--- config.mk ---
export PLATFORM = sky130hd
export DESIGN_NAME = forwarding_table_exact_match
export DESIGN_NICKNAME = d
export VERILOG_FILES = /design/src/rtl/ftem_pkg.sv /design/src/rtl/ftem_cell.sv /design/src/rtl/forwarding_table_exact_match.sv
export SDC_FILE = /design/constraint.sdc
export NUM_CORES = 1
export LEC_CHECK = 0
export BUFFER_PORTS_ARGS = -buffer_cell sky130_fd_sc_hd__buf_4
export CORE_ASPECT_RATIO = 1.4
export CORE_MARGIN = 5
export CORE_UTILIZATION = 62
export CTS_BUF_LIST = sky130_fd_sc_hd__clkbuf_8
export CTS_CLUSTER_SIZE = 14
export DETAILED_ROUTE_END_ITERATION = 10
export HOLD_SLACK_MARGIN = 0.1
export MAX_ROUTING_LAYER = met4
export PLACE_DENSITY_LB_ADDON = 0.2
export SLEW_MARGIN = 20
export SYNTH_ARGS = -nofsm -noshare
export SYNTH_HDL_FRONTEND = slang
export SYNTH_HIERARCHICAL = 1
export SYNTH_SLANG_ARGS = --single-unit
--- constraint.sdc ---
create_clock -name clk -period 21.9 [get_ports clk]
set_input_delay 2.19 -clock clk [delete_from_list [all_inputs] [get_ports clk]]
set_output_delay 2.19 -clock clk [all_outputs]
set_load 0.02 [all_outputs]
--- src/rtl/ftem_pkg.sv ---
// Package of the exact-match forwarding table: field widths, codes and the
// structures passed along the row of cells. No dependencies.
package ftem_pkg;

  localparam int ADDR_W      = 16;
  localparam int PORT_W      = 8;
  localparam int DELAY_W     = 16;
  localparam int STATUS_W    = 3;
  localparam int LIMIT_W     = 5;
  localparam int COUNT_OUT_W = 5;
  localparam int CFG_ADDR_W  = 4;
  localparam int CFG_DATA_W  = 32;

  localparam int TABLE_SIZE_DEF = 16;

  localparam logic [LIMIT_W-1:0] LIMIT_RESET = 5'd16;

  localparam logic ACT_INSERT = 1'b0;
  localparam logic ACT_LOOKUP = 1'b1;

  localparam logic [STATUS_W-1:0] ST_INSERTED  = 3'd0;
  localparam logic [STATUS_W-1:0] ST_FULL      = 3'd1;
  localparam logic [STATUS_W-1:0] ST_DUPLICATE = 3'd2;
  localparam logic [STATUS_W-1:0] ST_MATCHED   = 3'd3;
  localparam logic [STATUS_W-1:0] ST_DEFAULT   = 3'd4;
  localparam logic [STATUS_W-1:0] ST_NOROUTE   = 3'd5;

  localparam logic [1:0] REG_TABLE_LIMIT   = 2'd0;
  localparam logic [1:0] REG_DEFAULT_VALID = 2'd1;
  localparam logic [1:0] REG_DEFAULT_PORT  = 2'd2;
  localparam logic [1:0] REG_DEFAULT_DELAY = 2'd3;

  typedef struct packed {
    logic [ADDR_W-1:0]  address;
    logic               hit;
    logic [PORT_W-1:0]  port;
    logic [DELAY_W-1:0] delay;
  } cell_tok_t;

  typedef struct packed {
    logic               en;
    logic [ADDR_W-1:0]  address;
    logic [PORT_W-1:0]  port;
    logic [DELAY_W-1:0] delay;
  } cell_wr_t;

endpackage

--- src/rtl/ftem_cell.sv ---
// One cell of the forwarding table: holds a single entry, compares it with
// the passing query and hands the query on. Depends on ftem_pkg.
module ftem_cell #(
  parameter int CNT_W = $clog2(ftem_pkg::TABLE_SIZE_DEF + 1),
  parameter int INDEX = 0
) (
  input  logic                clk,
  input  logic                rst,
  input  logic                in_valid,
  input  ftem_pkg::cell_tok_t in_tok,
  output logic                out_valid,
  output ftem_pkg::cell_tok_t out_tok,
  input  logic [CNT_W-1:0]    count,
  input  ftem_pkg::cell_wr_t  wr
);
  import ftem_pkg::*;

  logic [ADDR_W-1:0]  entry_address;
  logic [PORT_W-1:0]  entry_port;
  logic [DELAY_W-1:0] entry_delay;
  logic               live;
  logic               match;

  assign live  = count > CNT_W'(INDEX);
  assign match = live && !in_tok.hit && (entry_address == in_tok.address);

  always_ff @(posedge clk) begin
    if (rst) begin
      out_valid <= 1'b0;
    end else begin
      out_valid <= in_valid;
    end
  end

  always_ff @(posedge clk) begin
    out_tok.address <= in_tok.address;
    out_tok.hit     <= in_tok.hit | match;
    out_tok.port    <= match ? entry_port : in_tok.port;
    out_tok.delay   <= match ? entry_delay : in_tok.delay;
  end

  always_ff @(posedge clk) begin
    if (wr.en && (count == CNT_W'(INDEX))) begin
      entry_address <= wr.address;
      entry_port    <= wr.port;
      entry_delay   <= wr.delay;
    end
  end

endmodule

--- src/rtl/forwarding_table_exact_match.sv ---
// Exact-match forwarding table with a default route. Entries live in a row of
// TABLE_SIZE cells; a query enters the first cell when it is accepted and moves
// one cell per cycle, each cell holding one entry and recording the first hit.
// An item passes from the last cell through the internal holding register to
// the output register, and a new item is taken only once the previous result
// has left the holding register, so the table works on one item at a time.
// Inserts append at the entry count, failing as full at the limit (capped at
// TABLE_SIZE) or as duplicate when the address is already held; lookups
// return the first match, then the default route when set. Registers at byte
// addresses 0, 4, 8 and 12: table limit, default valid, default port and
// default delay. Depends on ftem_pkg and ftem_cell.
module forwarding_table_exact_match #(
  parameter int TABLE_SIZE = ftem_pkg::TABLE_SIZE_DEF
) (
  input  logic                                clk,
  input  logic                                rst,
  input  logic                                in_valid,
  output logic                                in_stall,
  input  logic                                action,
  input  logic [ftem_pkg::ADDR_W-1:0]         address,
  input  logic [ftem_pkg::PORT_W-1:0]         port,
  input  logic [ftem_pkg::DELAY_W-1:0]        delay,
  output logic                                out_valid,
  input  logic                                out_stall,
  output logic [ftem_pkg::STATUS_W-1:0]       status,
  output logic [ftem_pkg::PORT_W-1:0]         hop_port,
  output logic [ftem_pkg::DELAY_W-1:0]        hop_delay,
  output logic [ftem_pkg::COUNT_OUT_W-1:0]    entry_count,
  input  logic                                psel,
  input  logic                                penable,
  input  logic                                pwrite,
  input  logic [ftem_pkg::CFG_ADDR_W-1:0]     paddr,
  input  logic [ftem_pkg::CFG_DATA_W-1:0]     pwdata,
  output logic [ftem_pkg::CFG_DATA_W-1:0]     prdata,
  output logic                                pready
);
  import ftem_pkg::*;

  localparam int CNT_W = $clog2(TABLE_SIZE + 1);
  localparam int LIM_W = (CNT_W > LIMIT_W) ? CNT_W : LIMIT_W;

  logic [LIMIT_W-1:0] table_limit;
  logic               default_valid;
  logic [PORT_W-1:0]  default_port;
  logic [DELAY_W-1:0] default_delay;
  logic               cfg_wr;
  logic [1:0]         cfg_index;

  cell_tok_t          tok [TABLE_SIZE+1];
  logic [TABLE_SIZE:0] tok_valid;
  cell_tok_t          end_tok;
  cell_wr_t           wr_ctl;

  logic               accept;
  logic               in_flight;
  logic               item_action;
  logic [PORT_W-1:0]  item_port;
  logic [DELAY_W-1:0] item_delay;
  logic [CNT_W-1:0]   entry_total;
  logic [CNT_W-1:0]   count_next;
  logic [LIM_W-1:0]   limit_ext;
  logic [LIM_W-1:0]   limit_eff;
  logic [LIM_W-1:0]   count_ext;
  logic [LIM_W-1:0]   count_next_ext;
  logic               full;
  logic               do_insert;

  logic [STATUS_W-1:0]    res_status;
  logic [PORT_W-1:0]      res_port;
  logic [DELAY_W-1:0]     res_delay;

  logic                   pend_valid;
  logic [STATUS_W-1:0]    pend_status;
  logic [PORT_W-1:0]      pend_port;
  logic [DELAY_W-1:0]     pend_delay;
  logic [COUNT_OUT_W-1:0] pend_count;
  logic                   out_free;

  // Configuration port.
  assign pready    = 1'b1;
  assign cfg_wr    = psel & penable & pwrite & pready;
  assign cfg_index = paddr[CFG_ADDR_W-1:2];

  always_ff @(posedge clk) begin
    if (rst) begin
      table_limit   <= LIMIT_RESET;
      default_valid <= 1'b0;
      default_port  <= '0;
      default_delay <= '0;
    end else if (cfg_wr) begin
      unique case (cfg_index)
        REG_TABLE_LIMIT:   table_limit   <= pwdata[LIMIT_W-1:0];
        REG_DEFAULT_VALID: default_valid <= pwdata[0];
        REG_DEFAULT_PORT:  default_port  <= pwdata[PORT_W-1:0];
        REG_DEFAULT_DELAY: default_delay <= pwdata[DELAY_W-1:0];
      endcase
    end
  end

  always_comb begin
    unique case (cfg_index)
      REG_TABLE_LIMIT:   prdata = CFG_DATA_W'(table_limit);
      REG_DEFAULT_VALID: prdata = CFG_DATA_W'(default_valid);
      REG_DEFAULT_PORT:  prdata = CFG_DATA_W'(default_port);
      REG_DEFAULT_DELAY: prdata = CFG_DATA_W'(default_delay);
    endcase
  end

  // Input side and the row of cells.
  assign in_stall = rst | in_flight | pend_valid;
  assign accept   = in_valid & ~in_stall;

  assign tok_valid[0]   = accept;
  assign tok[0].address = address;
  assign tok[0].hit     = 1'b0;
  assign tok[0].port    = '0;
  assign tok[0].delay   = '0;

  for (genvar g = 0; g < TABLE_SIZE; g++) begin : g_cell
    ftem_cell #(
      .CNT_W (CNT_W),
      .INDEX (g)
    ) u_cell (
      .clk       (clk),
      .rst       (rst),
      .in_valid  (tok_valid[g]),
      .in_tok    (tok[g]),
      .out_valid (tok_valid[g+1]),
      .out_tok   (tok[g+1]),
      .count     (entry_total),
      .wr        (wr_ctl)
    );
  end

  always_ff @(posedge clk) begin
    if (rst) begin
      in_flight <= 1'b0;
    end else if (accept) begin
      in_flight <= 1'b1;
    end else if (tok_valid[TABLE_SIZE]) begin
      in_flight <= 1'b0;
    end
  end

  always_ff @(posedge clk) begin
    if (accept) begin
      item_action <= action;
      item_port   <= port;
      item_delay  <= delay;
    end
  end

  // Decision once the query has left the last cell.
  assign end_tok   = tok[TABLE_SIZE];
  assign limit_ext = LIM_W'(table_limit);
  assign limit_eff = (limit_ext > LIM_W'(TABLE_SIZE)) ? LIM_W'(TABLE_SIZE) : limit_ext;
  assign count_ext = LIM_W'(entry_total);
  assign full      = count_ext >= limit_eff;

  always_comb begin
    res_status = ST_NOROUTE;
    res_port   = '0;
    res_delay  = '0;
    do_insert  = 1'b0;
    if (item_action == ACT_INSERT) begin
      priority if (full) begin
        res_status = ST_FULL;
      end else if (end_tok.hit) begin
        res_status = ST_DUPLICATE;
      end else begin
        res_status = ST_INSERTED;
        do_insert  = 1'b1;
      end
    end else begin
      priority if (end_tok.hit) begin
        res_status = ST_MATCHED;
        res_port   = end_tok.port;
        res_delay  = end_tok.delay;
      end else if (default_valid) begin
        res_status = ST_DEFAULT;
        res_port   = default_port;
        res_delay  = default_delay;
      end else begin
        res_status = ST_NOROUTE;
      end
    end
  end

  assign count_next     = do_insert ? CNT_W'(entry_total + CNT_W'(1)) : entry_total;
  assign count_next_ext = LIM_W'(count_next);

  assign wr_ctl.en      = tok_valid[TABLE_SIZE] & do_insert;
  assign wr_ctl.address = end_tok.address;
  assign wr_ctl.port    = item_port;
  assign wr_ctl.delay   = item_delay;

  always_ff @(posedge clk) begin
    if (rst) begin
      entry_total <= '0;
    end else if (wr_ctl.en) begin
      entry_total <= count_next;
    end
  end

  // Holding register, then the output register.
  assign out_free = ~out_valid | ~out_stall;

  always_ff @(posedge clk) begin
    if (rst) begin
      pend_valid <= 1'b0;
    end else if (tok_valid[TABLE_SIZE]) begin
      pend_valid <= 1'b1;
    end else if (out_free) begin
      pend_valid <= 1'b0;
    end
  end

  always_ff @(posedge clk) begin
    if (tok_valid[TABLE_SIZE]) begin
      pend_status <= res_status;
      pend_port   <= res_port;
      pend_delay  <= res_delay;
      pend_count  <= count_next_ext[COUNT_OUT_W-1:0];
    end
  end

  always_ff @(posedge clk) begin
    if (rst) begin
      out_valid <= 1'b0;
    end else if (out_free) begin
      out_valid <= pend_valid;
    end
  end

  always_ff @(posedge clk) begin
    if (out_free && pend_valid) begin
      status      <= pend_status;
      hop_port    <= pend_port;
      hop_delay   <= pend_delay;
      entry_count <= pend_count;
    end
  end

endmodule

==> run summary <==
status = finished clean
vias in the first global route = 22697
delay-heaviest family, CP = buffers and inverters
clock root buffer = clkbuf_8
hold_buf cts = 0
CTS tree = built
slowest stage cell, crit path = mux2_2
Die Y = 334 µm
Placed Cells = 3679
DR top layer = met4
WL/cell = 18.7 µm
total of cells resized after clock tree synthesis = 0
Tightest Hold Check Type = reg2reg
via count = 21051
endpoints failing setup = 0
remaining antenna violation count = 0
cell mode on critical path = buf_4
Pwr per Cell Area = 95.2 nW/µm²
Inserted Clock Buffers = 194
sequential power share = 0.590
measured slew at the worst slew-check pin = 1.10 ns
crit path launch type = input pin
Post-synth ARST share = 0
RSZ-0062 raised after global routing = false
# Max-Cap Violations = 0
max frequency = 187 MHz
WL met3 = 2.99 mm
first-pass GRT wire length = 121 mm
initial antenna violation count = 1
Tmin final = 5.34 ns
gpl congestion = 0.861
Syn. warnings = 6
postcts setup bufs = 0
Lkg Pwr = 19.3 nW
final hold vios = 0
H-tree depth = 4
Cells after Synth = 2605
CP cell instances = buf_4, mux2_2, a22o_1, buf_4
register bit total from synthesis = 1439
Worst Path Class, Setup = in2out
total die area = 80400 µm²
Worst EP required = 19.71 ns
largest net degree at the start of global routing = 59
Row Count = 118
Final HPWL DP = 49.0 mm
Top FF cell, synth = edfxtp_1
Clock Latency Late Sink = 0.82 ns
Initial Utilization = 0.626
WHS = 0.358 ns
I/O Buffers = 115
Boundary Pins = 151
Met1 Wirelength = 29.2 mm
number of clock sinks = 1439
register area share after synthesis = 0.779
total core area = 74100 µm²
Pre-antenna DRT Iters = 5
Finished Cell Area = 52400 µm²
Mapped Avg Cell Area = 17.8 µm²
gr ovfl total = 0
Setup TNS Final = 0 ns
worst relative slew slack = 0.266
DRT iter0 DRCs = 860
Buffers & Inverters on Critical Path = 2
post-DR vias/cell = 5.20
Die X-Extent = 241 µm
area of the mapped netlist = 46400 µm²
Post-synth EDFFs = 729
Total Wirelength = 75.7 mm
combinational share of power = 0.019
CP Data Arrival Time = 3.15 ns
Max stage delay on crit path = 0.37 ns
Max IR drop VDD = 0.0768 mV
Slew Viols, Final = 0
post-synth cell types = 55
Cell Area, Placed = 48300 µm²
sw frac = 0.200
share of layout cells above drive strength 1 = 0.275
crit end category = output pin
Worst-path clk slew = 0.07 ns
Global Route Usage Sum = 0.197
clock tree buffer depth = 3
final worst clock skew = 0.0328 ns
Crit Path Max Fanout = 21
Layout Cells excl Fill = 4046
met2 WL = 41.7 mm
Area growth syn-to-layout = 12.9%
Int Pwr = 3.99 mW
clock power share = 0.392
NumNets Final = 3009
switching power = 0.997 mW
Remaining DRCs = 0
Final Cycle Share = 0.244
==> Yosys cell counts (all sizes together) (3+ instances only) <==
master | n | area, µm²
inv | 7 | 26.3
nand4b | 3 | 26.3
buf | 51 | 498
a22o | 4 | 35.0
clkbuf | 23 | 86.3
nor2 | 28 | 105
edfxtp | 729 | 21900
nand4 | 41 | 269
nor4 | 45 | 495
nor2b | 26 | 163
mux2 | 392 | 4630
a21oi | 25 | 125
ha | 6 | 75.1
nand2b | 4 | 25.0
or4 | 6 | 63.8
or2 | 15 | 93.8
mux2i | 18 | 180
xor2 | 122 | 1070
and3 | 13 | 81.3
o21ai | 26 | 130
nor3 | 14 | 70.1
nand3 | 18 | 95.1
nor3b | 3 | 22.5
and2 | 25 | 156
xnor2 | 139 | 1220
nand2 | 91 | 342
dfxtp | 710 | 14200
==> state kept, by name, summed over array words and instances (netlist names), 16 cells and up <==
name,flops
default_delay,16
hop_delay,16
g_cell.u_cell/out_tok,656
g_cell.u_cell/entry_address,256
pend_delay,16
item_delay,16
g_cell.u_cell/entry_delay,256
g_cell.u_cell/out_valid,16
g_cell.u_cell/entry_port,128
==> kinds of logic after synthesis <==
kind of cell / synth area share
DFF: 0.779
muxes: 0.104
and+or+nand+nor: 0.0443
xor gates and xnor gates: 0.0493
buffers and inverters: 0.0132
AOI/OAI and AO/OA: 0.00874
adders and majority gates: 0.00162
other: 0.000162
==> layout make-up <==
cell class,instances,area [µm²]
Timing Repair Buffer,151,1200
Clock inverter,124,643
Inverter,7,26.3
Tap cell,960,1200
Fill cell,4683,21800
Clock buffer,238,3280
Multi-Input combinational cell,1126,9910
Antenna cell,1,2.50
Sequential cell,1439,36100
==> power groups by stage <==
stage               clock, mW  sequential [mW]  combinational [mW]
CTS                      2.01             2.94              0.0944
detailed placement          0             3.00              0.0930
global placement            0             2.99              0.0911
finish                   1.95             2.94              0.0933
floorplan                   0             2.97              0.0704
global route             2.13             2.95               0.102
==> worst reg2reg max path, stage by stage, from the launching register on <==
cell	delay, ns
dfxtp_1	0.31
buf_4	0.40
ha_1	0.36
or2_0	0.22
a2111o_1	0.47
a21boi_4	0.64
and3_2	1.09
==> path summary, 6_finish.rpt <==
path	startpoint	endpoint	slack, ns	cells past startpoint
setup reg to reg	count_ext[3]	g_cell[0].u_cell/entry_delay[4]	17.99	6
hold reg to reg	g_cell[14].u_cell/out_tok[28]	g_cell[15].u_cell/out_tok[28]	0.36	0
setup / recovery	paddr[2]	prdata[1]	16.56	4
hold / removal	g_cell[14].u_cell/out_tok[28]	g_cell[15].u_cell/out_tok[28]	0.36	0
==> layout by cell type, fill, tap and decap left out, types with 29 or more instances in the layout <==
master,synthesis,final
edfxtp_1,729,729
buf_4,17,147
dfxtp_1,710,710
nor4_1,29,29
xnor2_1,139,139
inv_1,7,86
nand4_1,39,39
nand2_1,91,91
conb_1,2,43
clkbuf_8,0,238
mux2_2,315,315
mux2_4,57,57
xor2_1,122,122
==> metrics by stage <==
stage	utilization	worst slack, ns	total power [mW]
5_1_grt	0.706	16.54	5.18
6_report	0.706	16.56	4.98
2_1_floorplan	-	14.94	3.05
3_3_place_gp	0.652	16.59	3.08
4_1_cts	0.705	16.57	5.04
3_5_place_dp	0.652	16.56	3.09
==> metal layers <==
| metal | up-vias | track usage |
|---|---|---|
| met4 | 0 | 0.0677 |
| met1 | 10486 | 0.218 |
| li1 | 9997 | - |
| met5 | - | - |
| met2 | 432 | 0.352 |
| met3 | 136 | 0.0405 |
Note: power is estimated with default switching activity, not from simulation.
